## src/hw/rtl/spi_ra_pkg.sv

```systemverilog
package spi_ra_pkg;

    // Field widths of the item, result and configuration channels.
    localparam int CMD_W       = 2;
    localparam int ADDR_W      = 16;
    localparam int COUNT_W     = 3;
    localparam int DATA_W      = 32;
    localparam int TICK_W      = 10;
    localparam int CFG_INDEX_W = 3;
    localparam int CFG_DATA_W  = 10;

    localparam int MAX_BYTES_DEF = 4;
    localparam int HEADER_BYTES  = 3;

    // Item commands.
    localparam logic [CMD_W-1:0] CMD_TICK  = 2'd0;
    localparam logic [CMD_W-1:0] CMD_WRITE = 2'd1;
    localparam logic [CMD_W-1:0] CMD_READ  = 2'd2;

    // Command byte sent as the third header byte.
    localparam logic [7:0] CMD_BYTE_WRITE = 8'h00;
    localparam logic [7:0] CMD_BYTE_READ  = 8'h80;

    // Configuration register indexes.
    localparam logic [CFG_INDEX_W-1:0] CFG_LOW_TICKS   = 3'd0;
    localparam logic [CFG_INDEX_W-1:0] CFG_SETUP_TICKS = 3'd1;
    localparam logic [CFG_INDEX_W-1:0] CFG_HIGH_TICKS  = 3'd2;
    localparam logic [CFG_INDEX_W-1:0] CFG_WGAP_TICKS  = 3'd3;
    localparam logic [CFG_INDEX_W-1:0] CFG_RGAP_TICKS  = 3'd4;

    // Configuration reset values.
    localparam logic [TICK_W-1:0] LOW_TICKS_RST   = 10'd10;
    localparam logic [TICK_W-1:0] SETUP_TICKS_RST = 10'd2;
    localparam logic [TICK_W-1:0] HIGH_TICKS_RST  = 10'd8;
    localparam logic [TICK_W-1:0] WGAP_TICKS_RST  = 10'd1;
    localparam logic [TICK_W-1:0] RGAP_TICKS_RST  = 10'd10;

    typedef struct packed {
        logic [TICK_W-1:0] low_ticks;
        logic [TICK_W-1:0] setup_ticks;
        logic [TICK_W-1:0] high_ticks;
        logic [TICK_W-1:0] write_gap_ticks;
        logic [TICK_W-1:0] read_gap_ticks;
    } t_cfg;

    typedef struct packed {
        logic [CMD_W-1:0]   command;
        logic [ADDR_W-1:0]  reg_address;
        logic [COUNT_W-1:0] byte_count;
        logic [DATA_W-1:0]  write_data;
        logic               miso;
    } t_item;

    typedef struct packed {
        logic              sclk;
        logic              mosi;
        logic              chip_select;
        logic              busy_res;
        logic              done_res;
        logic [DATA_W-1:0] read_data;
        logic              start_ignored;
    } t_result;

endpackage

```

## src/hw/rtl/spi_ra_if.sv

```systemverilog
interface spi_ra_item_if import spi_ra_pkg::*; ();
    logic               valid;
    logic               ready;
    logic [CMD_W-1:0]   command;
    logic [ADDR_W-1:0]  reg_address;
    logic [COUNT_W-1:0] byte_count;
    logic [DATA_W-1:0]  write_data;
    logic               miso;

    modport source (output valid, command, reg_address, byte_count, write_data, miso,
                    input ready);
    modport sink (input valid, command, reg_address, byte_count, write_data, miso,
                  output ready);
endinterface

interface spi_ra_result_if import spi_ra_pkg::*; ();
    logic              valid;
    logic              ready;
    logic              sclk;
    logic              mosi;
    logic              chip_select;
    logic              busy_res;
    logic              done_res;
    logic [DATA_W-1:0] read_data;
    logic              start_ignored;

    modport source (output valid, sclk, mosi, chip_select, busy_res, done_res, read_data,
                    start_ignored, input ready);
    modport sink (input valid, sclk, mosi, chip_select, busy_res, done_res, read_data,
                  start_ignored, output ready);
endinterface

interface spi_ra_cfg_if import spi_ra_pkg::*; ();
    logic                   valid;
    logic                   ready;
    logic [CFG_INDEX_W-1:0] index;
    logic [CFG_DATA_W-1:0]  data;

    modport source (output valid, index, data, input ready);
    modport sink (input valid, index, data, output ready);
endinterface

```

## src/hw/rtl/spi_ra_cfg.sv

```systemverilog
module spi_ra_cfg import spi_ra_pkg::*; (
    input  logic                   i_clk,
    input  logic                   i_rst_n,
    input  logic                   i_wr,
    input  logic [CFG_INDEX_W-1:0] i_index,
    input  logic [CFG_DATA_W-1:0]  i_data,
    output t_cfg                   o_cfg
);

    t_cfg r_cfg;

    always_ff @(posedge i_clk) begin
        if (!i_rst_n) begin
            r_cfg.low_ticks       <= LOW_TICKS_RST;
            r_cfg.setup_ticks     <= SETUP_TICKS_RST;
            r_cfg.high_ticks      <= HIGH_TICKS_RST;
            r_cfg.write_gap_ticks <= WGAP_TICKS_RST;
            r_cfg.read_gap_ticks  <= RGAP_TICKS_RST;
        end else if (i_wr) begin
            // Writes to an index beyond the register list are dropped.
            case (i_index)
                CFG_LOW_TICKS:   r_cfg.low_ticks       <= i_data;
                CFG_SETUP_TICKS: r_cfg.setup_ticks     <= i_data;
                CFG_HIGH_TICKS:  r_cfg.high_ticks      <= i_data;
                CFG_WGAP_TICKS:  r_cfg.write_gap_ticks <= i_data;
                CFG_RGAP_TICKS:  r_cfg.read_gap_ticks  <= i_data;
                default: ;
            endcase
        end
    end

    assign o_cfg = r_cfg;

endmodule

```

## src/hw/rtl/spi_ra_engine.sv

```systemverilog
module spi_ra_engine import spi_ra_pkg::*; #(
    parameter int MAX_BYTES = MAX_BYTES_DEF
) (
    input  logic    i_clk,
    input  logic    i_rst_n,
    input  logic    i_accept,
    input  t_item   i_item,
    input  t_cfg    i_cfg,
    output t_result o_res
);

    localparam int BYTE_IDX_W = $clog2(HEADER_BYTES + MAX_BYTES);
    localparam int LEN_W      = $clog2(MAX_BYTES + 1);
    localparam int CMP_W      = BYTE_IDX_W + 1;

    typedef enum logic [2:0] {
        PH_IDLE,
        PH_LOW,
        PH_SETUP,
        PH_HIGH,
        PH_GAP
    } t_phase;

    t_phase                r_phase, n_phase;
    logic [TICK_W-1:0]     r_tick, n_tick;
    logic [2:0]            r_bit_idx, n_bit_idx;
    logic [BYTE_IDX_W-1:0] r_byte_idx, n_byte_idx;
    logic [7:0]            r_shift, n_shift;
    logic [ADDR_W-1:0]     r_addr, n_addr;
    logic [DATA_W-1:0]     r_data, n_data;
    logic [LEN_W-1:0]      r_len, n_len;
    logic                  r_is_read, n_is_read;
    logic [DATA_W-1:0]     r_received, n_received;
    logic                  r_clk_level, n_clk_level;
    logic                  r_data_level, n_data_level;

    logic                  is_start;
    logic [TICK_W-1:0]     tick_inc;
    logic [TICK_W-1:0]     gap;
    logic [TICK_W-1:0]     limit;
    logic                  reached;
    logic                  last_byte;
    logic                  rx_bit;
    logic [LEN_W-1:0]      start_len;
    logic                  done;
    logic                  ignored;

    // Byte sent at a given position of the frame: two address bytes, the
    // command byte, then the data bytes most significant first.
    function automatic logic [7:0] byte_for(input logic [BYTE_IDX_W-1:0] idx,
                                            input logic [ADDR_W-1:0] addr,
                                            input logic [DATA_W-1:0] data,
                                            input logic [LEN_W-1:0] len,
                                            input logic rd);
        logic [LEN_W-1:0]  k;
        logic [LEN_W-1:0]  d;
        logic [DATA_W-1:0] sh;
        k  = LEN_W'(idx - BYTE_IDX_W'(HEADER_BYTES));
        d  = len - LEN_W'(1) - k;
        sh = data >> {d, 3'b000};
        if (idx == BYTE_IDX_W'(0)) begin
            return addr[15:8];
        end else if (idx == BYTE_IDX_W'(1)) begin
            return addr[7:0];
        end else if (idx == BYTE_IDX_W'(2)) begin
            return rd ? CMD_BYTE_READ : CMD_BYTE_WRITE;
        end else begin
            return sh[7:0];
        end
    endfunction

    assign is_start  = (i_item.command == CMD_WRITE) || (i_item.command == CMD_READ);
    assign tick_inc  = r_tick + TICK_W'(1);
    assign gap       = r_is_read ? i_cfg.read_gap_ticks : i_cfg.write_gap_ticks;
    assign reached   = (tick_inc >= limit) || (limit == '0);
    assign last_byte = (CMP_W'(r_byte_idx) + CMP_W'(1))
                       >= (CMP_W'(HEADER_BYTES) + CMP_W'(r_len));
    assign rx_bit    = r_is_read && (r_byte_idx >= BYTE_IDX_W'(HEADER_BYTES));

    always_comb begin
        case (r_phase)
            PH_LOW:   limit = i_cfg.low_ticks;
            PH_SETUP: limit = i_cfg.setup_ticks;
            PH_HIGH:  limit = i_cfg.high_ticks;
            PH_GAP:   limit = gap;
            default:  limit = i_cfg.low_ticks;
        endcase
    end

    // Zero bytes is taken as one, anything above the maximum as the maximum.
    always_comb begin
        if (i_item.byte_count == '0) begin
            start_len = LEN_W'(1);
        end else if (32'(i_item.byte_count) > 32'(MAX_BYTES)) begin
            start_len = LEN_W'(MAX_BYTES);
        end else begin
            start_len = LEN_W'(i_item.byte_count);
        end
    end

    always_comb begin
        n_phase      = r_phase;
        n_tick       = r_tick;
        n_bit_idx    = r_bit_idx;
        n_byte_idx   = r_byte_idx;
        n_shift      = r_shift;
        n_addr       = r_addr;
        n_data       = r_data;
        n_len        = r_len;
        n_is_read    = r_is_read;
        n_received   = r_received;
        n_clk_level  = r_clk_level;
        n_data_level = r_data_level;
        done         = 1'b0;
        ignored      = 1'b0;

        if (i_accept) begin
            if (is_start) begin
                if (r_phase != PH_IDLE) begin
                    ignored = 1'b1;
                end else begin
                    n_addr      = i_item.reg_address;
                    n_data      = i_item.write_data;
                    n_len       = start_len;
                    n_is_read   = (i_item.command == CMD_READ);
                    if (i_item.command == CMD_READ) begin
                        n_received = '0;
                    end
                    n_byte_idx  = '0;
                    n_shift     = byte_for('0, i_item.reg_address, i_item.write_data,
                                           start_len, i_item.command == CMD_READ);
                    n_bit_idx   = '0;
                    n_tick      = '0;
                    n_clk_level = 1'b0;
                    n_phase     = PH_LOW;
                end
            end else if (r_phase != PH_IDLE) begin
                n_tick = reached ? '0 : tick_inc;
                if (reached) begin
                    case (r_phase)
                        PH_LOW: begin
                            if (rx_bit) begin
                                n_shift = {r_shift[6:0], i_item.miso};
                            end else begin
                                n_data_level = r_shift[7];
                                n_shift      = {r_shift[6:0], 1'b0};
                            end
                            n_phase = PH_SETUP;
                        end
                        PH_SETUP: begin
                            n_clk_level = 1'b1;
                            n_phase     = PH_HIGH;
                        end
                        PH_HIGH: begin
                            if (r_bit_idx != 3'd7) begin
                                n_bit_idx   = r_bit_idx + 3'd1;
                                n_clk_level = 1'b0;
                                n_phase     = PH_LOW;
                            end else begin
                                if (rx_bit) begin
                                    n_received = {r_received[DATA_W-9:0], r_shift};
                                end
                                n_bit_idx = '0;
                                if (last_byte) begin
                                    n_phase = PH_IDLE;
                                    done    = 1'b1;
                                end else if (gap == '0) begin
                                    n_byte_idx  = r_byte_idx + BYTE_IDX_W'(1);
                                    n_shift     = byte_for(r_byte_idx + BYTE_IDX_W'(1),
                                                           r_addr, r_data, r_len, r_is_read);
                                    n_clk_level = 1'b0;
                                    n_phase     = PH_LOW;
                                end else begin
                                    n_phase = PH_GAP;
                                end
                            end
                        end
                        PH_GAP: begin
                            n_byte_idx  = r_byte_idx + BYTE_IDX_W'(1);
                            n_shift     = byte_for(r_byte_idx + BYTE_IDX_W'(1),
                                                   r_addr, r_data, r_len, r_is_read);
                            n_bit_idx   = '0;
                            n_clk_level = 1'b0;
                            n_phase     = PH_LOW;
                        end
                        default: ;
                    endcase
                end
            end
        end
    end

    always_ff @(posedge i_clk) begin
        if (!i_rst_n) begin
            r_phase      <= PH_IDLE;
            r_tick       <= '0;
            r_bit_idx    <= '0;
            r_byte_idx   <= '0;
            r_shift      <= '0;
            r_addr       <= '0;
            r_data       <= '0;
            r_len        <= '0;
            r_is_read    <= 1'b0;
            r_received   <= '0;
            r_clk_level  <= 1'b1;
            r_data_level <= 1'b1;
        end else begin
            r_phase      <= n_phase;
            r_tick       <= n_tick;
            r_bit_idx    <= n_bit_idx;
            r_byte_idx   <= n_byte_idx;
            r_shift      <= n_shift;
            r_addr       <= n_addr;
            r_data       <= n_data;
            r_len        <= n_len;
            r_is_read    <= n_is_read;
            r_received   <= n_received;
            r_clk_level  <= n_clk_level;
            r_data_level <= n_data_level;
        end
    end

    // The result shows the state as it stands after this item.
    assign o_res.sclk          = n_clk_level;
    assign o_res.mosi          = n_data_level;
    assign o_res.chip_select   = (n_phase != PH_IDLE);
    assign o_res.busy_res      = (n_phase != PH_IDLE);
    assign o_res.done_res      = done;
    assign o_res.read_data     = n_received;
    assign o_res.start_ignored = ignored;

    a_start_lowers_clock: assert property (@(posedge i_clk) disable iff (!i_rst_n)
        (i_accept && is_start && r_phase == PH_IDLE) |=> (r_phase == PH_LOW && !r_clk_level))
        else $error("start did not open the low phase of the first bit");

    a_idle_clock_high: assert property (@(posedge i_clk) disable iff (!i_rst_n)
        (r_phase == PH_IDLE || r_phase == PH_GAP) |-> r_clk_level)
        else $error("serial clock low while idle or between bytes");

    a_done_ends_frame: assert property (@(posedge i_clk) disable iff (!i_rst_n)
        done |-> (r_phase == PH_HIGH && r_bit_idx == 3'd7 && last_byte))
        else $error("frame ended outside the last bit of the last byte");

endmodule

```

## src/hw/rtl/spi_register_access_master.sv

```systemverilog
// SPI master, clock idling high, that runs register-access frames.
//
// Items arrive on i_item. Command tick advances time by one tick and samples
// miso; start write and start read load a frame (address, byte count and
// write data) and raise chip select. A frame is the address high byte, the
// low byte, a command byte and then the data bytes, all MSB first. A start
// during a frame is dropped and flagged in start_ignored.
// Every accepted transaction yields exactly one result transaction on
// o_result carrying sclk, mosi, chip select, busy, done, read data and the
// ignored flag, as they stand after that item.
// The result becomes valid in the cycle after acceptance, and one item is
// accepted in every cycle while the receiver takes results: the per-tick
// counter and shift logic sit between the frame state registers and a single
// output register. If the receiver stalls, the result is held in the output
// register and i_item.ready falls until it is taken; nothing is lost or
// repeated. Timing registers are written on i_cfg (always ready); the user
// must write them only while the block is idle; the block does not enforce it.
// Reset is synchronous and active low: frame state returns to idle with the
// clock and data lines high, and the timing registers take their defaults.
module spi_register_access_master import spi_ra_pkg::*; #(
    parameter int MAX_BYTES = MAX_BYTES_DEF
) (
    input  logic             i_clk,
    input  logic             i_rst_n,
    spi_ra_item_if.sink      i_item,
    spi_ra_cfg_if.sink       i_cfg,
    spi_ra_result_if.source  o_result
);

    t_cfg    cfg;
    t_item   item;
    t_result res;
    logic    in_accept;

    t_result r_out;
    logic    r_out_valid;

    // The output register frees up in the same cycle that its result is taken.
    assign i_item.ready = !r_out_valid || o_result.ready;
    assign in_accept    = i_item.valid && i_item.ready;
    assign i_cfg.ready  = 1'b1;

    assign item.command     = i_item.command;
    assign item.reg_address = i_item.reg_address;
    assign item.byte_count  = i_item.byte_count;
    assign item.write_data  = i_item.write_data;
    assign item.miso        = i_item.miso;

    spi_ra_cfg u_cfg (
        .i_clk   (i_clk),
        .i_rst_n (i_rst_n),
        .i_wr    (i_cfg.valid),
        .i_index (i_cfg.index),
        .i_data  (i_cfg.data),
        .o_cfg   (cfg)
    );

    spi_ra_engine #(
        .MAX_BYTES (MAX_BYTES)
    ) u_engine (
        .i_clk    (i_clk),
        .i_rst_n  (i_rst_n),
        .i_accept (in_accept),
        .i_item   (item),
        .i_cfg    (cfg),
        .o_res    (res)
    );

    // Result register: loaded on every accepted item, emptied when taken.
    always_ff @(posedge i_clk) begin
        if (!i_rst_n) begin
            r_out_valid <= 1'b0;
        end else if (in_accept) begin
            r_out_valid <= 1'b1;
        end else if (o_result.ready) begin
            r_out_valid <= 1'b0;
        end
    end

    always_ff @(posedge i_clk) begin
        if (in_accept) begin
            r_out <= res;
        end
    end

    assign o_result.valid         = r_out_valid;
    assign o_result.sclk          = r_out.sclk;
    assign o_result.mosi          = r_out.mosi;
    assign o_result.chip_select   = r_out.chip_select;
    assign o_result.busy_res      = r_out.busy_res;
    assign o_result.done_res      = r_out.done_res;
    assign o_result.read_data     = r_out.read_data;
    assign o_result.start_ignored = r_out.start_ignored;

    a_accept_fills_output: assert property (@(posedge i_clk) disable iff (!i_rst_n)
        in_accept |=> r_out_valid)
        else $error("accepted item produced no result");

    a_no_overwrite: assert property (@(posedge i_clk) disable iff (!i_rst_n)
        (r_out_valid && !o_result.ready) |-> !in_accept)
        else $error("item accepted while a stalled result was pending");

    a_done_not_busy: assert property (@(posedge i_clk) disable iff (!i_rst_n)
        (r_out_valid && r_out.done_res) |-> (!r_out.busy_res && r_out.sclk))
        else $error("frame end reported while still busy or with the clock low");

endmodule
```

## src/flat_wrapper.sv

```systemverilog
// flat-port wrapper written by rule: the top's interface ports become plain ports
module spi_register_access_master_flat import spi_ra_pkg::*;
#(
    parameter int MAX_BYTES = MAX_BYTES_DEF
)
  (i_clk, i_rst_n, i_item_valid, i_item_command, i_item_reg_address, i_item_byte_count, i_item_write_data, i_item_miso, i_item_ready, i_cfg_valid, i_cfg_index, i_cfg_data, i_cfg_ready, o_result_valid, o_result_sclk, o_result_mosi, o_result_chip_select, o_result_busy_res, o_result_done_res, o_result_read_data, o_result_start_ignored, o_result_ready);
  spi_ra_item_if i_item_i ();
  spi_ra_cfg_if i_cfg_i ();
  spi_ra_result_if o_result_i ();
  input  logic i_clk;
  input  logic i_rst_n;
  input wire logic [$bits(i_item_i.valid)-1:0] i_item_valid;
  input wire logic [$bits(i_item_i.command)-1:0] i_item_command;
  input wire logic [$bits(i_item_i.reg_address)-1:0] i_item_reg_address;
  input wire logic [$bits(i_item_i.byte_count)-1:0] i_item_byte_count;
  input wire logic [$bits(i_item_i.write_data)-1:0] i_item_write_data;
  input wire logic [$bits(i_item_i.miso)-1:0] i_item_miso;
  output wire logic [$bits(i_item_i.ready)-1:0] i_item_ready;
  input wire logic [$bits(i_cfg_i.valid)-1:0] i_cfg_valid;
  input wire logic [$bits(i_cfg_i.index)-1:0] i_cfg_index;
  input wire logic [$bits(i_cfg_i.data)-1:0] i_cfg_data;
  output wire logic [$bits(i_cfg_i.ready)-1:0] i_cfg_ready;
  output wire logic [$bits(o_result_i.valid)-1:0] o_result_valid;
  output wire logic [$bits(o_result_i.sclk)-1:0] o_result_sclk;
  output wire logic [$bits(o_result_i.mosi)-1:0] o_result_mosi;
  output wire logic [$bits(o_result_i.chip_select)-1:0] o_result_chip_select;
  output wire logic [$bits(o_result_i.busy_res)-1:0] o_result_busy_res;
  output wire logic [$bits(o_result_i.done_res)-1:0] o_result_done_res;
  output wire logic [$bits(o_result_i.read_data)-1:0] o_result_read_data;
  output wire logic [$bits(o_result_i.start_ignored)-1:0] o_result_start_ignored;
  input wire logic [$bits(o_result_i.ready)-1:0] o_result_ready;
  assign i_item_i.valid = i_item_valid;
  assign i_item_i.command = i_item_command;
  assign i_item_i.reg_address = i_item_reg_address;
  assign i_item_i.byte_count = i_item_byte_count;
  assign i_item_i.write_data = i_item_write_data;
  assign i_item_i.miso = i_item_miso;
  assign i_item_ready = i_item_i.ready;
  assign i_cfg_i.valid = i_cfg_valid;
  assign i_cfg_i.index = i_cfg_index;
  assign i_cfg_i.data = i_cfg_data;
  assign i_cfg_ready = i_cfg_i.ready;
  assign o_result_valid = o_result_i.valid;
  assign o_result_sclk = o_result_i.sclk;
  assign o_result_mosi = o_result_i.mosi;
  assign o_result_chip_select = o_result_i.chip_select;
  assign o_result_busy_res = o_result_i.busy_res;
  assign o_result_done_res = o_result_i.done_res;
  assign o_result_read_data = o_result_i.read_data;
  assign o_result_start_ignored = o_result_i.start_ignored;
  assign o_result_i.ready = o_result_ready;
  spi_register_access_master #(.MAX_BYTES(MAX_BYTES)) u_core (.i_clk(i_clk), .i_rst_n(i_rst_n), .i_item(i_item_i), .i_cfg(i_cfg_i), .o_result(o_result_i));
endmodule
```

## config.mk

```make
export PLATFORM = sky130hd
export DESIGN_NAME = spi_register_access_master_flat
export DESIGN_NICKNAME = d
export VERILOG_FILES = /design/src/hw/rtl/spi_ra_pkg.sv /design/src/hw/rtl/spi_ra_if.sv /design/src/hw/rtl/spi_ra_cfg.sv /design/src/hw/rtl/spi_ra_engine.sv /design/src/hw/rtl/spi_register_access_master.sv /design/src/flat_wrapper.sv
export SDC_FILE = /design/constraint.sdc
export NUM_CORES = 1
export LEC_CHECK = 0
export BUFFER_PORTS_ARGS = -buffer_cell sky130_fd_sc_hd__clkbuf_2
export CAP_MARGIN = 20
export CORE_MARGIN = 10
export CORE_UTILIZATION = 55
export CTS_BUF_LIST = sky130_fd_sc_hd__clkbuf_8 sky130_fd_sc_hd__clkbuf_16
export DETAILED_ROUTE_END_ITERATION = 16
export GPL_TIMING_DRIVEN = 0
export PLACE_DENSITY = 0.76
export RECOVER_POWER = 25
export SLEW_MARGIN = 40
export SYNTH_ARGS = -nofsm -noshare
export SYNTH_HDL_FRONTEND = slang
export SYNTH_SLANG_ARGS = --single-unit
```

## constraint.sdc

```tcl
create_clock -name i_clk -period 4.7 [get_ports i_clk]
set_input_delay 0.705 -clock i_clk [delete_from_list [all_inputs] [get_ports i_clk]]
set_output_delay 0.705 -clock i_clk [all_outputs]
set_load 0.02 [all_outputs]
```

* After elaboration in Yosys (flattened, before gate mapping)
Cells that the tools add are included.
Cells by class: $add $sub $neg 8, mux-type cells 71, shift operators 1, equality and inequality tests 17, order comparisons 4, reductions and logical operators 29, bitwise logic cells 3
Operators by type and width (number):
- two-way mux 32 bit | 9
- two-way mux 8 bit | 11
- two-way mux 3 bit | 21
- two-way mux 10 bit | 5
- >> shifter 32 x 6 -> 8 bit | 1
- one-hot mux 10 bit (3 select lines) | 1
- one-hot mux 8 bit (3 select lines) | 1
- logical NOT 10 bit | 2
- two-way mux 1 bit | 19
- AND reduction 8 bit | 2
- == test 3 x 2 -> 1 bit, second input constant | 5
- != test 3 bit, second input constant | 4
- one-hot mux 3 bit (2 select lines) | 2
- one-hot mux 3 bit (4 select lines) | 1
- adder 10 x 1 -> 10 bit, second input constant | 1
- greater-or-equal comparator 10 bit | 1
- AND reduction 2 bit | 5
- == test 3 x 1 -> 1 bit, second input constant | 3
- logical NOT 3 bit | 3
- nonzero test 3 bit | 3
- adder 3 x 1 -> 3 bit, second input constant | 2
- == test 3 bit, second input constant | 2
- AND reduction 3 bit | 2
- nonzero test 2 bit | 3
- other kinds (19) | 24
Storage, ports and cells: output and inout port bits 41, word-level logic and storage cells 157, register bits 201, bits of input ports 72

* Depth between registers and ports, before layout
Gate-level depths: netlist (run 1).
depth in word-level cells 14, gate-level depth with buffers 16

* Cells and area by module
From an unflattened synthesis (run 1), not the netlist that was laid out.
Unflattened totals: cells, all modules 990, area, all modules 9566.7 µm²
Modules (own cells, without submodules):
- spi_ra_engine | sequential area each 2262.2 µm², area an instance 6471.2 µm², instances 1, cells an instance 764
- spi_ra_cfg | sequential area each 1001.0 µm², area an instance 1885.6 µm², instances 1, cells an instance 181
- spi_register_access_master | sequential area each 1161.1 µm², area an instance 1209.9 µm², instances 1, cells an instance 45

* Worst setup path after synthesis (run 1)
No wires, ideal clock.
path kind reg-to-reg, start register u_core.u_engine.r_phase[1], end register u_core.r_out, in the netlist u_core.o_result.read_data[10], data pin, period minus slack after synthesis 3.302 ns, path buffers 3, setup slack 1.398 ns, stages on the path, launching flop included 16, arrival time 3.046 ns, setup time 0.256 ns, cell sequence dfxtp_1 buf_4 nor3b_2 buf_2 a22oi_1 o21ai_0 inv_1 ha_1 nand2b_1 a21oi_1 o21bai_1 o311a_1 a311oi_4 nor2_1 clkbuf_1 a22o_1
RTL lines:
- start: declaration | RTL line spi_ra_engine.sv:24 | t_phase r_phase, n_phase;
- start signal: assignment | RTL line spi_ra_engine.sv:208 | r_phase <= n_phase;
- end signal: assignment | RTL line spi_register_access_master.sv:82 | r_out <= res;
- end: declaration | RTL line spi_register_access_master.sv:35 | t_result r_out;

==> results of run 1 <==
per-layer routing:
metal	wire [um]	vias to the layer above	global-route usage
met5	0	-	0
met3	1640	42	0.0359
met2	10800	283	0.333
li1	-	3880	-
met1	10400	3660	0.271
met4	579	0	0.0588
cell type report:
| type | instances | area [sq um] |
|---|---|---|
| flip-flops and latches | 201 | 4390 |
| inverters | 24 | 90.1 |
| repair buffers | 111 | 505 |
| well taps | 220 | 275 |
| plain buffers | 66 | 308 |
| clock inverters | 11 | 86.3 |
| multi-input cells | 735 | 4460 |
| fillers | 1452 | 5840 |
| clock buffers | 24 | 567 |
path summary, 6_finish.rpt:
check | startpoint | endpoint | depth (start not counted)
max | u_core.u_engine.r_phase[1]$_SDFF_PN0_ | u_core.o_result.read_data[1]$_DFFE_PP_ | 16
min | i_item_write_data[1] | u_core.u_engine.r_data[1]$_SDFFE_PN0P_ | 3
max reg2reg | u_core.u_engine.r_phase[1]$_SDFF_PN0_ | u_core.o_result.read_data[1]$_DFFE_PP_ | 16
min reg2reg | u_core.u_cfg.o_cfg[40]$_SDFFE_PN0P_ | u_core.u_cfg.o_cfg[40]$_SDFFE_PN0P_ | 2
power by group:
part / leakage, nW / switching [W] / total [W] / internal, W
Clock: 0.336 / 0.000654 / 0.00157 / 0.000916
Sequential: 1.69 / 0.0000321 / 0.00185 / 0.00181
Combinational: 1.99 / 0.000252 / 0.000391 / 0.000140
Total: 4.02 / 0.000938 / 0.00381 / 0.00287
flip-flops by register name, indices dropped and copies added, names as in the netlist, 3 cells and up:
signal and flops:
u_core.u_engine.r_received 32, u_core.o_result.read_data 32, u_core.u_cfg.o_cfg 50, u_core.u_engine.r_phase 3, u_core.u_engine.r_data 32, u_core.u_engine.r_tick 10
u_core.u_engine.r_shift 8, u_core.u_engine.r_bit_idx 3, u_core.u_engine.r_addr 16, u_core.u_engine.r_len 3, u_core.u_engine.r_byte_idx 3
synth_stat cells, types with 11 or more instances:
library cell	instances	area (sq um)
a22o_1	65	569
nor2_1	50	188
edfxtp_1	37	1110
a22oi_1	11	82.6
mux2i_1	34	340
a21oi_1	114	571
nor3_1	12	60.1
dfxtp_1	164	3280
inv_1	24	90.1
nand3_1	22	110
ha_1	30	375
clkbuf_1	47	176
o211ai_1	14	105
o21ai_0	22	110
nand2_1	243	912
cells by family (layout without fill, tap and decap cells):
kind of cell | after synthesis | count (layout) | share of synthesized area
AND/OR/NAND/NOR | 390 | 390 | 0.183
AO/OA/AOI/OAI | 264 | 264 | 0.192
flip-flops | 201 | 201 | 0.475
buffers and inverters | 90 | 236 | 0.0430
multiplexers | 44 | 44 | 0.0587
adder cells (fa/ha/maj) | 30 | 30 | 0.0406
XOR/XNOR | 6 | 6 | 0.00717
other | 1 | 1 | 0.000405
worst min-delay path, cell delays in order:
cell	delay (ns)
clkbuf_2	0.08
nand2_1	0.05
a21oi_1	0.05
per-stage QoR:
step,instances,power (W),instance area (sq um)
6_report,1392,0.00381,10700
5_1_grt,1392,0.00396,10700
4_1_cts,1392,0.00383,10700
3_5_place_dp,1357,0.00228,10100
3_3_place_gp,1357,0.00227,10100
2_1_floorplan,1026,0.00214,9250
==> impl_results.md, run 1 <==
* Status: finished clean
* Tmin final at 4.14 ns
* P&R area growth vs syn at 15.5%
* Setup CP Type: flop to flop
* Commonest non-fill, non-tap cell in the layout: nand2_1
* Post-Synthesis Cell Area at 9250 sq um
* Cells after Synth at 1,026
* Crit-path max cell delay at 0.46 ns
* Unrepaired setup endpoints after global routing: no
* Wire length after detailed routing at 23,500 um
* CTS Hold Bufs at 0
* Die Span Y at 150 um
* Setup repair bufs after CTS at 0
* Final worst path period share at 0.881
* PnR worst setup slack at 0.557 ns
* Remaining global-route overflow at 0
* WP data required at 5.05 ns
* Io pins at 113
* Global placer's final weighted congestion at 0.865
* Placed wire-length estimate at 17,100 um
* Layout cells sized above 1 at 0.127
* Hold WC Path Type: primary input to flop
* Crit path launch type: flop
* Ant diodes at 0
* Crit end category: flop
* Reg-to-reg setup timing slack at 0.56 ns
* Drc violations at 0
* Initial antenna violation count at 0
* Final hold viol count at 0
* Crit-path slowest cell: a311oi_4
* Cell Pwr Density at 356 nW/um^2
* Starting Density at 0.560
* Total GRT Usage at 0.204
* Num CTS Buffers at 21
* Die footprint at 22,400 sq um
* Max Freq at 241 MHz
* Static Leak at 4.02 nW
* Final Max Slew Viols at 0
* Final-stage net count at 1,262
* Total number of vias at 7,865
* Worst Path Buf+Inv at 4
* CTS root buf: clkbuf_16
* Ys async rst share at 0
* Most used cell, CP: buf_2
* Skew-Pair Late Insertion Delay at 0.49 ns
* Total core area at 16,500 sq um
* Register area share after synthesis at 0.475
* Worst slew pin tran at 0.813 ns
* Vias/cell at 5.65
* Row Count at 47
* Crit path cell chain: buf_4 -> nor3b_2 -> buf_2 -> a22oi_1 -> o21ai_0 -> inv_1 -> ha_1 -> nand2b_1 -> a21oi_1 -> o21bai_1 -> o311a_1 -> a311oi_4 -> nor2_2 -> o21ai_1 -> buf_2 -> a22o_1
* Final setup viols at 0
* CP arrival at 4.49 ns
* Placement Setup Slack at 0.627 ns
* Largest net degree at the start of global routing at 43
* Post_cts resized at 0
* Max-cap viol count at 0
* Hold Slack at 0.439 ns
* ANT nets after route at 0
* Clk slew on worst S/H paths at 0.06 ns
* Crit-path leading delay family: compound AO/OA/AOI/OAI gates
* # H-tree levels at 1
* Buffer levels on the longest clock path at 3
* Synth warn at 0
* Number of flops mapped to enable cells by yosys at 37
* TritonCTS clock tree: done
* TNS Setup at 0 ns
* Synth Register Bits at 201
* Wirelength per Cell at 16.9 um
* Die X-Extent at 150 um
* VDD IR max at 0.309 mV
* Number of global-route vias before repair at 7,585
* PortBufs at 111
* 1st-iter DRT viols at 583
* Slew headroom at 0.457
* Clk sink count at 201
* First-pass GRT wire length at 37,900 um
* Synthesized area per cell at 9.02 sq um
* Clk_skew at 0.00887 ns
* Syn_nets at 1,128
* Crit path max fanout at 10
* Fin util at 0.646
* Distinct cell type count after synthesis at 64
* Most frequent cells in the layout: nand2_1 (243), dfxtp_1 (164), a21oi_1 (114)
* Top_reg_cell synth: dfxtp_1
* Pre-antenna DRT Iters at 5
(Power assumes the default switching activity.)
==> inputs of run 2 (changes only) <==
--- a/config.mk
+++ b/config.mk
@@ -14,5 +14,5 @@
 export GPL_TIMING_DRIVEN = 0
 export PLACE_DENSITY = 0.76
-export RECOVER_POWER = 25
+export SKIP_LAST_GASP = 1
 export SLEW_MARGIN = 40
 export SYNTH_ARGS = -nofsm -noshare
==> constraint.sdc (replaced) <==
create_clock -name i_clk -period 4.7 [get_ports i_clk]
set_input_delay 0.705 -clock i_clk [delete_from_list [all_inputs] [get_ports i_clk]]
set_output_delay 0.705 -clock i_clk [all_outputs]
set_load 0.05 [all_outputs]
==> impl_results.md, run 2 (synthesis results as in run 1) <==
* Status: finished clean
* Post_cts resized at 0
* CP Launch Point: u_core.u_engine.r_phase[1]$_SDFF_PN0_
* Setup repair bufs after CTS at 0
* Crit path launch type: flop
* R2R cell count at 16
* Reg2reg start: u_core.u_engine.r_phase[1]$_SDFF_PN0_
* Tot Pwr at 0.00385 W
* Reg area at 4390 sq um
* Tmin final at 4.19 ns
* Most used cell, CP: buf_2
* Num CTS Buffers at 21
* HP Start: i_item_write_data[1]
* Sink of the worst hold path: u_core.u_engine.r_data[1]$_SDFFE_PN0P_
* Skew-Pair Late Insertion Delay at 0.49 ns
* R2r endpoint: u_core.o_result.read_data[1]$_DFFE_PP_
* Crit end category: flop
* PortBufs at 111
* WP data required at 5.05 ns
* Wirelength per Cell at 16.9 um
* Post-route insts no fill at 1,392
* Total number of vias at 7,893
* Hold path cells at 3
* Reg-to-reg setup timing slack at 0.51 ns
* Row Count at 47
* Wire length after detailed routing at 23,500 um
* Die X-Extent at 150 um
* Largest net degree at the start of global routing at 43
* Final Max Slew Viols at 0
* Most frequent cells in the layout: nand2_1 (243), dfxtp_1 (164), a21oi_1 (114)
* Clk_skew at 0.0101 ns
* Crit-path slowest cell: a311oi_4
* Global placer's final weighted congestion at 0.865
* Layout cells sized above 1 at 0.162
* Max-cap viol count at 0
* Starting Density at 0.560
* CTS root buf: clkbuf_16
* TNS Setup at 0 ns
* Dpl cells at 1,357
* CTS Hold Bufs at 0
* Buffer levels on the longest clock path at 3
* Final hold viol count at 0
* Die Span Y at 150 um
* Clk sink count at 201
* Slew headroom at 0.457
* Final setup viols at 0
* Total GRT Usage at 0.204
* Vias/cell at 5.67
* Worst slew pin tran at 0.813 ns
* Total core area at 16,500 sq um
* Multi-input gate area at 4460 sq um
* # H-tree levels at 1
* Drc violations at 0
* Fillers at 1,426
* Static Leak at 4.15 nW
* CP arrival at 4.53 ns
* Max reg flops at 50
* Number of global-route vias before repair at 7,585
* ANT nets after route at 0
* Unrepaired setup endpoints after global routing: no
* Commonest non-fill, non-tap cell in the layout: nand2_1
* Placed wire-length estimate at 17,100 um
* Final worst path period share at 0.891
* Die footprint at 22,400 sq um
* Remaining global-route overflow at 0
* TritonCTS clock tree: done
* Max Freq at 239 MHz
* Crit-path max cell delay at 0.47 ns
* VDD IR max at 0.313 mV
* Fin util at 0.650
* Pre-antenna DRT Iters at 5
* Clk slew on worst S/H paths at 0.06 ns
* Ant diodes at 0
* Io pins at 113
* Setup CP Type: flop to flop
* Hold Slack at 0.439 ns
* Final-stage net count at 1,262
* Hold WC Path Type: primary input to flop
* Crit path max fanout at 10
* P&R area growth vs syn at 16.1%
* 1st-iter DRT viols at 568
* Cell Pwr Density at 359 nW/um^2
* Initial antenna violation count at 0
* Crit path cell chain: buf_4 -> nor3b_2 -> buf_2 -> a22oi_1 -> o21ai_0 -> inv_1 -> ha_1 -> nand2b_1 -> a21oi_1 -> o21bai_1 -> o311a_1 -> a311oi_4 -> nor2_2 -> o21ai_1 -> buf_2 -> a22o_1
* First-pass GRT wire length at 37,900 um
==> run 2: cell type report <==
type	instances	area share
inverter	24	0.00839
clock inverter	11	0.00804
multi-input combinational	735	0.415
timing repair buffer	111	0.0517
buffer	66	0.0287
clock buffer	24	0.0528
tap	220	0.0256
sequential	201	0.409
==> run 2: critical path: cells and delay by family, from the launching register on <==
family,cells,cell delay (ns)
AOI/OAI and AO/OA,8,1.87
and+or+nand+nor,3,0.70
adders and majority gates,1,0.29
DFF,1,0.30
buffers and inverters,4,0.91
==> run 2: per-stage QoR <==
| stage | setup WS [ns] | instance area [sq um] |
|---|---|---|
| after global placement | 0.693 | 10100 |
| after detailed placement | 0.627 | 10100 |
| final | 0.511 | 10700 |
| after global routing | 0.258 | 10700 |
| after CTS | 0.567 | 10700 |
| after floorplan | 1.32 | 9250 |
==> run 2: worst max-delay path by stage <==
| stage | to | slack, ns |
|---|---|---|
| 6_report | u_core.o_result.read_data[1]$_DFFE_PP_ | 0.51 |
| 5_1_grt | u_core.o_result.read_data[9]$_DFFE_PP_ | 0.26 |
| 4_1_cts | u_core.o_result.read_data[1]$_DFFE_PP_ | 0.57 |
| 3_5_place_dp | u_core.o_result.read_data[1]$_DFFE_PP_ | 0.63 |
| 3_3_place_gp | u_core.o_result.read_data[1]$_DFFE_PP_ | 0.69 |
| 2_1_floorplan | u_core.u_engine.r_clk_level$_SDFF_PN1_ | 1.32 |
==> run 2: per-layer routing <==
layer	GRT usage	part of all wire	vias up
li1	-	-	3890
met1	0.271	0.45	3701
met2	0.333	0.46	258
met3	0.0359	0.067	44
met4	0.0588	0.025	0
met5	0	0	-
==> run 2: power breakdown <==
part           internal, W  total (W)  switching [W]
clock             0.000916    0.00157       0.000653
combinational     0.000144   0.000439       0.000295
sequential         0.00181    0.00185      0.0000321
total              0.00287    0.00385       0.000980
==> inputs of run 3 (changes only) <==
Settings changed: CORE_UTILIZATION 55 to 53, PLACE_DENSITY 0.76 to 0.77.
Clock period 4.7 ns to 3.5 ns, I/O delays scaled along.
==> impl_results.md, run 3 (synthesis results as in run 1) <==
* Io pins at 113
* Final Max Slew Viols at 0
* Worst slew pin tran at 0.751 ns
* Total number of vias at 8,013
* CP arrival at 3.88 ns
* Crit end category: flop
* Total core area at 17,200 sq um
* Setup CP Type: flop to flop
* Clk slew on worst S/H paths at 0.07 ns
* Crit path max fanout at 10
* Row Count at 48
* Initial antenna violation count at 0
* R2R cell count at 13
* Num CTS Buffers at 22
* Slew headroom at 0.497
* Hold WC Path Type: primary input to flop
* First-pass GRT wire length at 38,200 um
* Buffer levels on the longest clock path at 3
* Most frequent cells in the layout: nand2_1 (243), dfxtp_1 (158), clkbuf_2 (115)
* Final worst path period share at 0.998
* Pre-antenna DRT Iters at 5
* Largest net degree at the start of global routing at 43
* Wirelength per Cell at 17.1 um
* Hold path cells at 3
* Max-cap viol count at 0
* # H-tree levels at 1
* PnR worst setup slack at 0.00657 ns
* Clk sink count at 201
* 1st-iter DRT viols at 595
* Crit path launch type: flop
* PortBufs at 111
* Die footprint at 23,100 sq um
* WP data required at 3.88 ns
* Starting Density at 0.539
* Max Freq at 286 MHz
* Wire length after detailed routing at 24,200 um
* Unrepaired setup endpoints after global routing: yes
* Hold Slack at 0.240 ns
* ANT nets after route at 0
* Tmin final at 3.49 ns
* Global placer's final weighted congestion at 0.910
* P&R area growth vs syn at 21.9%
* Final hold viol count at 0
* Status: finished clean
* Ant diodes at 0
* Drc violations at 0
* Static Leak at 4.36 nW
* Die Span Y at 152 um
* Die X-Extent at 152 um
* Remaining global-route overflow at 0
* Max reg flops at 50
* Cell Pwr Density at 491 nW/um^2
* Number of global-route vias before repair at 7,651
* Final-stage net count at 1,277
* Placed wire-length estimate at 17,100 um
* VDD IR max at 0.381 mV
* Final setup viols at 0
* Placement Setup Slack at -0.547 ns
* Vias/cell at 5.66
* Dpl cells at 1,362
* TritonCTS clock tree: done
* CTS root buf: clkbuf_16
* Total GRT Usage at 0.192
* Post-route insts no fill at 1,416
* Layout cells sized above 1 at 0.212
* TNS Setup at 0 ns
* Commonest non-fill, non-tap cell in the layout: nand2_1
* Clk_skew at 0.0117 ns
* Skew-Pair Late Insertion Delay at 0.50 ns
[run 3: cell count changes in the layout (fill, tap and decap cells not counted), sizes merged]
cell / delta
clkbuf: +1
inv: -1
bufinv: +3
buf: +14
clkinvlp: +1
clkinv: +1
[run 3: final cells by class]
type                       count  area [sq um]
timing repair buffer         126           684
clock buffer                  25           603
buffer                        65           354
inverter                      24          91.3
clock inverter                15           173
tap                          225           282
multi-input combinational    735          4680
sequential                   201          4410
fill                        1430          5900
[run 3: per-layer routing]
layer	track usage	wire length, um	share of wire
met2	0.314	11400	0.47
met4	0.0578	515	0.021
met1	0.252	10700	0.44
met5	0	0	0
met3	0.0356	1670	0.069
[run 3: path summary, 6_finish.rpt]
check,startpoint,end,slack [ns]
max reg2reg,u_core.u_engine.r_is_read$_SDFFE_PN0P_,u_core.u_engine.r_data_level$_SDFF_PN1_,0.007
min,i_item_reg_address[3],u_core.u_engine.r_addr[3]$_SDFFE_PN0P_,0.24
max,u_core.u_engine.r_is_read$_SDFFE_PN0P_,u_core.u_engine.r_data_level$_SDFF_PN1_,0.007
min reg2reg,u_core.u_engine.r_data[14]$_SDFFE_PN0P_,u_core.u_engine.r_data[14]$_SDFFE_PN0P_,0.45
[run 3: stage by stage]
| stage | power, W | area [sq um] | utilization |
|---|---|---|---|
| 6_report | 0.00554 | 11300 | 0.657 |
| 5_1_grt | 0.00573 | 11300 | 0.657 |
| 4_1_cts | 0.00553 | 11000 | 0.638 |
| 3_5_place_dp | 0.00311 | 10100 | 0.587 |
| 3_3_place_gp | 0.00310 | 10100 | 0.587 |
| 2_1_floorplan | 0.00293 | 9250 | - |
[run 3: report_power, final]
group,switching (W),internal [W],total [W]
sequential,0.0000451,0.00244,0.00248
combinational,0.000404,0.000212,0.000615
clock,0.000921,0.00153,0.00245
total,0.00137,0.00417,0.00554
[run 3: what timing repair did]
item                                   in CTS  in global routing
gates resized for setup                    22                 58
buffers inserted                            5                 10
endpoints found under the hold margin       0                  0
setup endpoints to repair                  89                 86
pin swaps                                   4                 16
hold buffers                                0                  0
[run 3: critical path, stage by stage (launching register included)]
cell	delay [ns]
dfxtp_1	0.36
buf_6	0.17
buf_6	0.17
mux2i_2	0.27
a211oi_2	0.11
a21oi_2	0.14
ha_1	0.27
a21o_1	0.22
o311a_4	0.38
a311oi_4	0.45
buf_4	0.21
nand4b_1	0.12
mux2_4	0.31
or2_1	0.20
